### config.mk
export PLATFORM = sky130hd
export DESIGN_NAME = sha1_byte_stream_hasher_unit
export DESIGN_NICKNAME = d
export VERILOG_FILES = /design/src/hw/rtl/sha1bh_pkg.sv /design/src/hw/rtl/sha1bh_ctrl.sv /design/src/hw/rtl/sha1bh_dp.sv /design/src/hw/rtl/sha1_byte_stream_hasher_unit.sv
export SDC_FILE = /design/constraint.sdc
export NUM_CORES = 2
export LEC_CHECK = 0
export ABC_AREA = 1
export BUFFER_PORTS_ARGS = -buffer_cell sky130_fd_sc_hd__buf_2
export CORE_ASPECT_RATIO = 0.8
export CORE_MARGIN = 3
export CORE_UTILIZATION = 43
export DETAILED_ROUTE_END_ITERATION = 8
export PLACE_DENSITY = 0.57
export SYNTH_ARGS = -nofsm -noshare
export SYNTH_HDL_FRONTEND = slang
export SYNTH_HIERARCHICAL = 1
export SYNTH_SLANG_ARGS = --single-unit
### constraint.sdc
create_clock -name clk -period 12.1 [get_ports clk]
set_clock_uncertainty 0.15 [all_clocks]
set_input_delay 1.21 -clock clk [delete_from_list [all_inputs] [get_ports clk]]
set_output_delay 1.21 -clock clk [all_outputs]
set_load 0.005 [all_outputs]
### src/hw/rtl/sha1bh_pkg.sv
// ----------------------------------------------------------------------------
// sha1bh_pkg
// Shared types, constants and codes of the SHA-1 byte stream hasher.
// ----------------------------------------------------------------------------
package sha1bh_pkg;

	localparam int unsigned NumChain  = 5;
	localparam int unsigned NumSched  = 16;
	localparam int unsigned CountW    = 61;
	localparam int unsigned PosW      = 6;
	localparam int unsigned RoundW    = 7;

	localparam logic [RoundW-1:0] LastRound    = 7'd79;
	localparam logic [RoundW-1:0] Round20      = 7'd20;
	localparam logic [RoundW-1:0] Round40      = 7'd40;
	localparam logic [RoundW-1:0] Round60      = 7'd60;
	localparam logic [PosW-1:0]   LastPos      = 6'd63;
	localparam logic [PosW-1:0]   LastMarkPos  = 6'd55;
	localparam logic [PosW-1:0]   LenPos       = 6'd56;
	localparam logic [2:0]        LastWordIdx  = 3'd4;
	localparam logic [7:0]        PadMark      = 8'h80;
	localparam logic [CountW-1:0] CountMax     = {CountW{1'b1}};

	localparam logic [31:0] InitChain [NumChain] = '{
		32'h67452301, 32'hefcdab89, 32'h98badcfe, 32'h10325476, 32'hc3d2e1f0
	};

	localparam logic [31:0] K0 = 32'h5a827999;
	localparam logic [31:0] K1 = 32'h6ed9eba1;
	localparam logic [31:0] K2 = 32'h8f1bbcdc;
	localparam logic [31:0] K3 = 32'hca62c1d6;

	typedef struct packed {
		logic [7:0] message_byte;
		logic       has_byte;
		logic       end_of_message;
	} msg_item_t;

	typedef struct packed {
		logic [31:0] digest_word;
		logic [2:0]  word_index;
		logic        last_word;
	} dig_item_t;

	typedef enum logic [1:0] {
		SEL_MSG,
		SEL_MARK,
		SEL_ZERO,
		SEL_LEN
	} byte_sel_t;

	typedef struct packed {
		logic              push;
		byte_sel_t         byte_sel;
		logic [PosW-1:0]   pos;
		logic              count_inc;
		logic              rnd_start;
		logic              rnd_step;
		logic [RoundW-1:0] round;
		logic              chain_add;
		logic              fin;
	} dp_cmd_t;

	typedef struct packed {
		logic out_busy;
	} dp_status_t;

	typedef enum logic [5:0] {
		ST_IDLE     = 6'b000001,
		ST_PAD_MARK = 6'b000010,
		ST_PAD_FILL = 6'b000100,
		ST_RND_INIT = 6'b001000,
		ST_RND      = 6'b010000,
		ST_ADD      = 6'b100000
	} ctrl_state_t;

endpackage

### src/hw/rtl/sha1bh_ctrl.sv
// ----------------------------------------------------------------------------
// sha1bh_ctrl
// Sequencer: byte intake, padding walk, round count and chain update.
// ----------------------------------------------------------------------------
module sha1bh_ctrl (
	input  logic                   clk,
	input  logic                   arst_n,
	input  logic                   msg_valid,
	output logic                   msg_stall,
	input  sha1bh_pkg::msg_item_t  msg_item,
	input  sha1bh_pkg::dp_status_t status,
	output sha1bh_pkg::dp_cmd_t    cmd
);
	import sha1bh_pkg::*;

	ctrl_state_t       state_q, state_d;
	logic [PosW-1:0]   pos_q, pos_d;
	logic [RoundW-1:0] round_q, round_d;
	logic              eom_q, eom_d;
	logic              pad_q, pad_d;
	logic              last_blk_q, last_blk_d;
	logic              accept;

	assign msg_stall = (state_q != ST_IDLE);
	assign accept    = msg_valid && (state_q == ST_IDLE);

	always_comb begin
		state_d    = state_q;
		pos_d      = pos_q;
		round_d    = round_q;
		eom_d      = eom_q;
		pad_d      = pad_q;
		last_blk_d = last_blk_q;
		cmd        = '0;
		cmd.byte_sel = SEL_ZERO;
		cmd.pos      = pos_q;
		cmd.round    = round_q;
		unique case (state_q)
			ST_IDLE: begin
				cmd.byte_sel  = SEL_MSG;
				cmd.push      = accept && msg_item.has_byte;
				cmd.count_inc = accept && msg_item.has_byte;
				if (accept) begin
					if (msg_item.has_byte) begin
						pos_d = pos_q + 6'd1;
						if (pos_q == LastPos) begin
							eom_d   = msg_item.end_of_message;
							state_d = ST_RND_INIT;
						end else if (msg_item.end_of_message) begin
							state_d = ST_PAD_MARK;
						end
					end else if (msg_item.end_of_message) begin
						state_d = ST_PAD_MARK;
					end
				end
			end
			ST_PAD_MARK: begin
				cmd.push     = 1'b1;
				cmd.byte_sel = SEL_MARK;
				pad_d        = 1'b1;
				last_blk_d   = (pos_q <= LastMarkPos);
				pos_d        = pos_q + 6'd1;
				state_d      = (pos_q == LastPos) ? ST_RND_INIT : ST_PAD_FILL;
			end
			ST_PAD_FILL: begin
				cmd.push     = 1'b1;
				cmd.byte_sel = (last_blk_q && pos_q >= LenPos) ? SEL_LEN : SEL_ZERO;
				pos_d        = pos_q + 6'd1;
				if (pos_q == LastPos) begin
					state_d = ST_RND_INIT;
				end
			end
			ST_RND_INIT: begin
				cmd.rnd_start = 1'b1;
				round_d       = '0;
				state_d       = ST_RND;
			end
			ST_RND: begin
				cmd.rnd_step = 1'b1;
				if (round_q == LastRound) begin
					round_d = '0;
					state_d = ST_ADD;
				end else begin
					round_d = round_q + 7'd1;
				end
			end
			ST_ADD: begin
				if (pad_q && last_blk_q) begin
					// digest goes out through the output register; wait till it is free
					if (!status.out_busy) begin
						cmd.fin    = 1'b1;
						pad_d      = 1'b0;
						eom_d      = 1'b0;
						last_blk_d = 1'b0;
						state_d    = ST_IDLE;
					end
				end else if (pad_q) begin
					cmd.chain_add = 1'b1;
					last_blk_d    = 1'b1;
					state_d       = ST_PAD_FILL;
				end else begin
					cmd.chain_add = 1'b1;
					eom_d         = 1'b0;
					state_d       = eom_q ? ST_PAD_MARK : ST_IDLE;
				end
			end
			default: begin
				state_d = ST_IDLE;
			end
		endcase
	end

	always_ff @(posedge clk or negedge arst_n) begin
		if (!arst_n) begin
			state_q    <= ST_IDLE;
			pos_q      <= '0;
			round_q    <= '0;
			eom_q      <= 1'b0;
			pad_q      <= 1'b0;
			last_blk_q <= 1'b0;
		end else begin
			state_q    <= state_d;
			pos_q      <= pos_d;
			round_q    <= round_d;
			eom_q      <= eom_d;
			pad_q      <= pad_d;
			last_blk_q <= last_blk_d;
		end
	end

	a_round_only_in_rnd: assert property (@(posedge clk) disable iff (!arst_n)
		(round_q != '0) |-> (state_q == ST_RND))
		else $error("round counter running outside the round state");

	a_rounds_end_in_add: assert property (@(posedge clk) disable iff (!arst_n)
		(state_q == ST_RND && round_q == LastRound) |=> (state_q == ST_ADD))
		else $error("compression did not end in chain update");

	a_fill_block_aligned: assert property (@(posedge clk) disable iff (!arst_n)
		(state_q == ST_RND_INIT) |-> (pos_q == '0))
		else $error("compression started on a partial block");

endmodule

### src/hw/rtl/sha1bh_dp.sv
// ----------------------------------------------------------------------------
// sha1bh_dp
// Datapath: byte packer, 16-word schedule window, round unit, chaining
// words, byte count and digest output register.
// ----------------------------------------------------------------------------
module sha1bh_dp (
	input  logic                   clk,
	input  logic                   arst_n,
	input  sha1bh_pkg::dp_cmd_t    cmd,
	input  logic [7:0]             message_byte,
	output sha1bh_pkg::dp_status_t status,
	output logic                   dig_valid,
	input  logic                   dig_stall,
	output sha1bh_pkg::dig_item_t  dig_item
);
	import sha1bh_pkg::*;

	logic [23:0]       acc_q;
	logic [31:0]       w_q    [NumSched];
	logic [31:0]       ww_q   [NumChain];
	logic [31:0]       chain_q[NumChain];
	logic [31:0]       dig_q  [NumChain];
	logic [CountW-1:0] count_q;
	logic              out_valid_q;
	logic [2:0]        out_idx_q;

	logic [63:0] len_bits;
	logic [2:0]  len_idx;
	logic [7:0]  byte_val;
	logic        shift_en;
	logic [31:0] shift_in;
	logic [31:0] w_mix, w_new;
	logic [31:0] f_val, k_val, t_val;
	logic [31:0] a, b, c, d, e;

	assign len_bits = {count_q, 3'b000};
	assign len_idx  = ~cmd.pos[2:0];

	always_comb begin
		unique case (cmd.byte_sel)
			SEL_MSG:  byte_val = message_byte;
			SEL_MARK: byte_val = PadMark;
			SEL_ZERO: byte_val = 8'h00;
			SEL_LEN:  byte_val = len_bits[{len_idx, 3'b000} +: 8];
			default:  byte_val = 8'h00;
		endcase
	end

	// schedule: window holds W[t..t+15], W[t] at the bottom
	assign w_mix    = w_q[13] ^ w_q[8] ^ w_q[2] ^ w_q[0];
	assign w_new    = {w_mix[30:0], w_mix[31]};
	assign shift_en = cmd.rnd_step || (cmd.push && cmd.pos[1:0] == 2'b11);
	assign shift_in = cmd.rnd_step ? w_new : {acc_q, byte_val};

	always_ff @(posedge clk) begin
		if (cmd.push) begin
			acc_q <= {acc_q[15:0], byte_val};
		end
		if (shift_en) begin
			for (int i = 0; i < NumSched - 1; i++) begin
				w_q[i] <= w_q[i+1];
			end
			w_q[NumSched-1] <= shift_in;
		end
	end

	assign a = ww_q[0];
	assign b = ww_q[1];
	assign c = ww_q[2];
	assign d = ww_q[3];
	assign e = ww_q[4];

	always_comb begin
		priority if (cmd.round < Round20) begin
			f_val = (b & c) | (~b & d);
			k_val = K0;
		end else if (cmd.round < Round40) begin
			f_val = b ^ c ^ d;
			k_val = K1;
		end else if (cmd.round < Round60) begin
			f_val = (b & c) | (b & d) | (c & d);
			k_val = K2;
		end else begin
			f_val = b ^ c ^ d;
			k_val = K3;
		end
	end

	assign t_val = {a[26:0], a[31:27]} + f_val + e + k_val + w_q[0];

	always_ff @(posedge clk or negedge arst_n) begin
		if (!arst_n) begin
			for (int i = 0; i < NumChain; i++) begin
				ww_q[i] <= '0;
			end
		end else if (cmd.rnd_start) begin
			for (int i = 0; i < NumChain; i++) begin
				ww_q[i] <= chain_q[i];
			end
		end else if (cmd.rnd_step) begin
			ww_q[0] <= t_val;
			ww_q[1] <= a;
			ww_q[2] <= {b[1:0], b[31:2]};
			ww_q[3] <= c;
			ww_q[4] <= d;
		end
	end

	always_ff @(posedge clk or negedge arst_n) begin
		if (!arst_n) begin
			for (int i = 0; i < NumChain; i++) begin
				chain_q[i] <= InitChain[i];
			end
			count_q <= '0;
		end else begin
			if (cmd.fin) begin
				for (int i = 0; i < NumChain; i++) begin
					chain_q[i] <= InitChain[i];
				end
				count_q <= '0;
			end else if (cmd.chain_add) begin
				for (int i = 0; i < NumChain; i++) begin
					chain_q[i] <= chain_q[i] + ww_q[i];
				end
			end
			if (cmd.count_inc && count_q != CountMax) begin
				count_q <= count_q + 1'b1;
			end
		end
	end

	always_ff @(posedge clk) begin
		if (cmd.fin) begin
			for (int i = 0; i < NumChain; i++) begin
				dig_q[i] <= chain_q[i] + ww_q[i];
			end
		end else if (out_valid_q && !dig_stall) begin
			for (int i = 0; i < NumChain - 1; i++) begin
				dig_q[i] <= dig_q[i+1];
			end
			dig_q[NumChain-1] <= dig_q[NumChain-1];
		end
	end

	always_ff @(posedge clk or negedge arst_n) begin
		if (!arst_n) begin
			out_valid_q <= 1'b0;
			out_idx_q   <= '0;
		end else if (cmd.fin) begin
			out_valid_q <= 1'b1;
			out_idx_q   <= '0;
		end else if (out_valid_q && !dig_stall) begin
			if (out_idx_q == LastWordIdx) begin
				out_valid_q <= 1'b0;
			end
			out_idx_q <= out_idx_q + 3'd1;
		end
	end

	assign dig_valid            = out_valid_q;
	assign dig_item.digest_word = dig_q[0];
	assign dig_item.word_index  = out_idx_q;
	assign dig_item.last_word   = (out_idx_q == LastWordIdx);
	assign status.out_busy      = out_valid_q;

	a_fin_when_free: assert property (@(posedge clk) disable iff (!arst_n)
		cmd.fin |-> !out_valid_q)
		else $error("digest loaded over a digest still going out");

	a_out_ends_on_last: assert property (@(posedge clk) disable iff (!arst_n)
		$fell(out_valid_q) |-> $past(!dig_stall && out_idx_q == LastWordIdx))
		else $error("digest output stopped before its last word");

	a_no_push_in_rounds: assert property (@(posedge clk) disable iff (!arst_n)
		cmd.rnd_step |-> !cmd.push)
		else $error("byte pushed into schedule window during rounds");

endmodule

### src/hw/rtl/sha1_byte_stream_hasher_unit.sv
// ----------------------------------------------------------------------------
// sha1_byte_stream_hasher_unit - SHA-1 over a byte stream, five-beat digest.
// Throughput: one byte beat per cycle while a block fills; each full 64-byte
//   block then holds msg_stall through the load, 80 rounds on one round
//   unit and the chain add.
// Digest: the end beat is followed by padding (one byte a cycle to the
//   block end) and one or two compressions, plus any wait for the previous
//   digest to drain.
// Reset: chaining words to the SHA-1 IV, count zero, sequencer idle, no digest.
// ----------------------------------------------------------------------------
module sha1_byte_stream_hasher_unit (
	input  logic                  clk,
	input  logic                  arst_n,
	input  logic                  msg_valid,
	output logic                  msg_stall,
	input  sha1bh_pkg::msg_item_t msg_item,
	output logic                  dig_valid,
	input  logic                  dig_stall,
	output sha1bh_pkg::dig_item_t dig_item
);
	import sha1bh_pkg::*;

	// Controller and datapath talk only through cmd and status.
	// Byte beats are taken only while the sequencer is idle; padding then
	// walks the rest of the block one byte per cycle, writing 0x80, zeros
	// and, in the final block, the big-endian bit length.
	// The digest sits in its own five-word output register, so the next
	// message may stream in while the previous digest drains.
	dp_cmd_t    cmd;
	dp_status_t status;

	sha1bh_ctrl u_ctrl (
		.clk       (clk),
		.arst_n    (arst_n),
		.msg_valid (msg_valid),
		.msg_stall (msg_stall),
		.msg_item  (msg_item),
		.status    (status),
		.cmd       (cmd)
	);

	sha1bh_dp u_dp (
		.clk          (clk),
		.arst_n       (arst_n),
		.cmd          (cmd),
		.message_byte (msg_item.message_byte),
		.status       (status),
		.dig_valid    (dig_valid),
		.dig_stall    (dig_stall),
		.dig_item     (dig_item)
	);

	a_out_ready_idx: assert property (@(posedge clk) disable iff (!arst_n)
		(dig_valid && dig_item.last_word) |-> (dig_item.word_index == LastWordIdx))
		else $error("last word flag on wrong digest word");

	a_stall_while_busy: assert property (@(posedge clk) disable iff (!arst_n)
		(cmd.rnd_step || cmd.rnd_start) |-> msg_stall)
		else $error("byte beats accepted during compression");

	a_word_hold: assert property (@(posedge clk) disable iff (!arst_n)
		(dig_valid && dig_stall) |=> (dig_valid && $stable(dig_item)))
		else $error("stalled digest beat changed");

endmodule

---- After elaboration in Yosys (flattened, before gate mapping) ----
Memories as Yosys holds them, arrays and structs flattened.
Index checks and enable logic that the tools add are counted.
storage, ports and cells
  flip-flop bits (word level) ............. 431
  RAM bits ................................ 672
  input port bits ......................... 14
  output and inout port bits .............. 38
  word-level logic and storage cells ...... 180
  memories ................................ 2
operators by class
  add/sub/neg operators ................... 13
  order comparisons ....................... 5
  eq/ne operators ......................... 25
  shifts and indexed selects .............. 1
  multiplexer cells ....................... 69
  bitwise operators ....................... 19
  reductions and logical operators ........ 26
memory list
  memory      words  width  rd ports  clocked after memory_dff  wr ports  RTL line         source
  u_dp.w_q    16     32     16        0                         16        sha1bh_dp.sv:19  logic [31:0] w_q [NumSched];
  u_dp.dig_q  5      32     5         0                         5         sha1bh_dp.sv:22  logic [31:0] dig_q [NumChain];
operators by type and width
  operator                                                                 number
  160-bit 2-to-1 mux                                                       4
  32-bit 2-to-1 mux                                                        11
  32-bit adder                                                             9
  32-bit XOR                                                               5
  32-bit bitwise AND                                                       4
  61-bit 2-to-1 mux                                                        2
  32-bit OR                                                                3
  6-bit 2-to-1 mux                                                         11
  64-bit by 7-bit indexed part select with 8-bit output                    1
  61-bit by 1-bit adder with 61-bit output, second input constant          1
  61-bit inequality test, second input constant                            1
  6-bit case mux with 6 select lines                                       1
  32-bit NOT                                                               1
  8-bit case mux with 4 select lines                                       1
  31-bit 2-to-1 mux                                                        1
  1-bit 2-to-1 mux                                                         26
  2-bit nonzero test                                                       9
  7-bit by 6-bit < comparator with 1-bit output, second input constant     2
  7-bit case mux with 2 select lines                                       1
  6-bit equality test, second input constant                               2
  6-bit case mux with 2 select lines                                       1
  3-bit case mux with 3 select lines                                       1
  3-bit AND reduction                                                      3
  2-bit by 1-bit inequality test with 1-bit output, second input constant  4
  34 further kinds                                                         53

---- Depth between registers and ports, before layout ----
  depth in word-level cells ............... 12
  depth in mapped cells ................... 28
  depth with buffers taken out ............ 27

---- Cells and area by module ----
Netlist, hierarchy kept.
modules (own cells, without submodules)
  module       instances  cells each  area each (sq um)  seq. area each (sq um)
  sha1bh_dp    1          5978        57266.2            30634.4
  sha1bh_ctrl  1          187         1405.1             551.8

---- Worst setup path before layout ----
No wires, ideal clock.
  kind .................................... input-to-reg
  from .................................... input port msg_item[1] (netlist name)
  to ...................................... memory u_dp.w_q[0][0], enable pin
  library setup time ...................... 3.645 ns
  arrival time ............................ 9.895 ns
  required time ........................... 8.305 ns
  setup slack ............................. -1.590 ns
  cell stages on the path ................. 4
  buffers on the path ..................... 0
  path through ............................ nand3_2 -> nand2_4 -> nand2_1 -> nand2_1
RTL lines
  element             RTL line                            source
  start: declaration  sha1_byte_stream_hasher_unit.sv:16  input sha1bh_pkg::msg_item_t msg_item,
  end: declaration    sha1bh_dp.sv:19

---- Worst setup path after layout ----
  from .................................... register u_ctrl.round_q[4]
  to ...................................... register u_dp.ww_q (netlist bit u_dp/a[17])
between the ends
  longest elaborated chain between the ends .. 10
ends and longest elaborated chain
  element                                        RTL line            source
  start: declaration                             sha1bh_ctrl.sv:18   logic [RoundW-1:0] round_q, round_d;
  start signal: assignment                       sha1bh_ctrl.sv:124  round_q <= round_d;
  7-bit by 6-bit < comparator with 1-bit output  sha1bh_dp.sv:80     end else if (cmd.round < Round60) begin
  32-bit 2-to-1 mux                              sha1bh_dp.sv:80
  32-bit 2-to-1 mux                              sha1bh_dp.sv:77     end else if (cmd.round < Round40) begin
  32-bit 2-to-1 mux                              sha1bh_dp.sv:74     priority if (cmd.round < Round20) begin
  32-bit adder (2 in a row)                      sha1bh_dp.sv:89     assign t_val = {a[26:0], a[31:27]} + f_val + e + k_val + w_q[0];
  32-bit adder (*) (2 in a row)                  sha1bh_dp.sv:89
  160-bit 2-to-1 mux (*)                         sha1bh_dp.sv:100    end else if (cmd.rnd_step) begin
  160-bit 2-to-1 mux (*)                         sha1bh_dp.sv:96     end else if (cmd.rnd_start) begin
  end signal: indexed assignment                 sha1bh_dp.sv:98     ww_q[i] <= chain_q[i];
  end: declaration                               sha1bh_dp.sv:20     logic [31:0] ww_q [NumChain];
Every way passes the cells marked *; elsewhere a longest branch is shown, timed or not. The select of a mux whose other input is x is not followed.
A chain may end at the register's enable or synchronous reset.

==> impl_metrics.yaml <==
status:
  status: "finished, final reports clean"
timing:
  fin_crit_sh: 0.493
  setup_viol: 0
  maxSlewViolCount: 0
  fmaxAchievable_ghz: 0.168
  hold_viol: 0
  setup-tns-final_ps: 0
  rsz0062_at_grt: "no"
  slew_headroom: 0.230
  worst-slew-pin-transition_ps: 1150
  layout_min_cycle_time_ps: 5970
die:
  core-area_mm2: 0.135
  initial_core_util: 0.436
  die-area_mm2: 0.141
  ioPinCount: 52
  die_w_um: 419
  rows: 120
  die_y_um: 336
finish:
  drive_gt1_frac: 0.0676
  mostFrequentLayoutCell: "nand2_1"
  nets: 6557
  area_delta_synth_final_pct: 9.97
  fillers: 12720
  final_cell_mix: "nand2_1, edfxtp_1, inv_1"
  postLayoutCellArea_mm2: 0.0645
  fin_util: 0.479
yosys:
  ys_async_sr_fraction: 0.369
  synth_cells: 6165
  ys_top_cells_by_area: "edfxtp_1, dfrtp_1, nand2_1"
  ys_seq_area_frac: 0.532
  yosysWarningCount: 6
  synth_edf_count: 696
  ys_ff_latch: 1103
  synth.distinct_cells: 53
  avgSynthCellArea_um2: 9.52
  syn-num-nets: 6530
  synth_top_area_share: 0.356
  synth_top_flop_cell: "edfxtp_1"
  netlist_area_mm2: 0.0587
  synth_top_area_cell: "edfxtp_1"
worst_setup_path:
  path_class: "reg -> reg"
  cp_data_arrival_time_ps: 6430
  endpoint_kind: "flip-flop"
  slowest_stage: "o21ai_0"
  start_kind: "flip-flop"
  crit_required_ps: 12560
  critPathMaxStageDelay_ps: 660
  path_max_fanout: 36
drt:
  routed_via_density: 5.68
  drt-initial-drc-count: 5542
  wl_per_cell_um: 25.3
  routed_wirelength_um: 204000
  drc: 0
  drt-pass1-iter-count: 6
  vias: 45757
  antenna_left: 0
place:
  numPortBuffers: 51
  gp_congestion: 0.995
  hpwl_um: 151000
  dpl_cell_area_mm2: 0.0608
clock_network:
  cts.repair.resized: 0
  holdBufCountCts: 0
  htree_levels: 3
  cts-buffers-inserted: 113
  postCtsSetupBuffers: 0
  root_buffer: "clkbuf_16"
  cts_sinks: 1103
  clk_pin_slew_ps: 60
  cts_buffer_depth: 3
  clk-insertion-delay-late_ps: 760
  cts_tree: "done"
global_routing:
  gr-total-overflow: 0
  grt.met3_usage: 0.0597
  antenna_found_initial: 5
  grt_max_degree: 194
  met1_usage: 0.447
  grt_pass1_wl_um: 297000
  grt_most_used_layer: "met1"
  gr-usage-met2: 0.402
  gr-usage-all-layers: 0.287
  first_global_vias: 43400
power:
  total_power_w: 0.0114
  leakagePower_nw: 27.3
  ir_worst_vdd_mv: 0.120
  power_density_mw_per_mm2: 177
worst_hold_path:
  hp-class: "reg -> reg"
flow_run:
  cap_viol_max_count: 0
## power by group
group | internal (W) | leakage (nW) | switching (W)
combinational | 0.000809 | 13.7 | 0.00196
clock | 0.00198 | 1.80 | 0.00156
sequential | 0.00473 | 11.8 | 0.000371
## logic make-up after synthesis
family | share of synthesized area
flip-flops | 0.532
AO/OA/AOI/OAI | 0.103
buffers and inverters | 0.0606
XOR/XNOR | 0.0297
adder cells (fa/ha/maj) | 0.0908
AND/OR/NAND/NOR | 0.184
## worst paths after layout
kind,endpoint,start,slack [ps],depth (start not counted)
hold reg to reg,u_dp/w_q[0][99],u_dp/w_q[0][131],260,0
hold / removal,u_dp/w_q[0][99],u_dp/w_q[0][131],260,0
setup / recovery,u_dp/a[17],u_ctrl/round_q[4],6130,25
min in group asynchronous,u_dp/a[9],arst_n,330,1
setup reg to reg,u_dp/a[17],u_ctrl/round_q[4],6130,25
max in group asynchronous,u_dp/b[24],arst_n,9940,2
## registers in the layout, indices dropped and copies added, names as in the netlist
signal / flops
u_ctrl/eom_q: 1
u_dp/out_idx_q: 3
u_dp/chain_q: 160
u_ctrl/state_q: 6
u_dp/count_q: 61
u_ctrl/pad_q: 1
u_dp/c: 32
u_dp/e: 32
u_dp/a: 32
u_dp/dig_valid: 1
u_dp/acc_q: 24
u_dp/w_q: 512
u_ctrl/last_blk_q: 1
u_dp/d: 32
u_ctrl/round_q: 7
u_dp/b: 32
u_dp/dig_q: 160
u_ctrl/pos_q: 6
## stage by stage
stage	std cells	worst slack (ps)	hold slack [ps]
final	8062	6130	259
after detailed placement	7846	6280	255
after global routing	8060	5760	269
after floorplan	6165	3500	250
after global placement	7846	6370	250
after CTS	8060	6280	254
## worst max-delay path: cells and delay by family, from the launching register on
kind	cells	cell delay, ps
adders and majority gates	5	2020
AOI/OAI and AO/OA	5	1250
and+or+nand+nor	9	1170
buffers and inverters	6	790
DFF	1	460
## cell type report
type	instances	area, um^2	area share
repair buffers	95	658	0.0102
inverters	720	2710	0.0420
multi-input cells	4159	24000	0.372
clock buffers	152	3090	0.0478
diodes	2	5.00	0.0000776
flip-flops and latches	1103	31200	0.483
clock inverters	62	671	0.0104
well taps	1769	2210	0.0343
## layer usage
metal / routed length (um) / vias up / part of all wire
met1: 96000 / 22579 / 0.47
met3: 19100 / 293 / 0.094
met5: 11 / - / 0.000054
met4: 5740 / 2 / 0.028
met2: 82800 / 1962 / 0.41
li1: - / 20921 / -
## synth_stat cells (all sizes together), types with 33 or more instances
cell type  count
ha           226
a22oi         60
o22ai         36
edfxtp       696
xnor2        132
nand3        439
o221ai        43
fa           125
nor2         421
clkbuf       127
a21oi        352
o211ai        67
nand4         74
dfstp         81
nand2       1467
a21o          33
nor3          72
dfrtp        326
buf           56
inv          716
nand3b        37
o21ai        406
xor2          66
No activity file was read; power rests on OpenSTA's default activity.
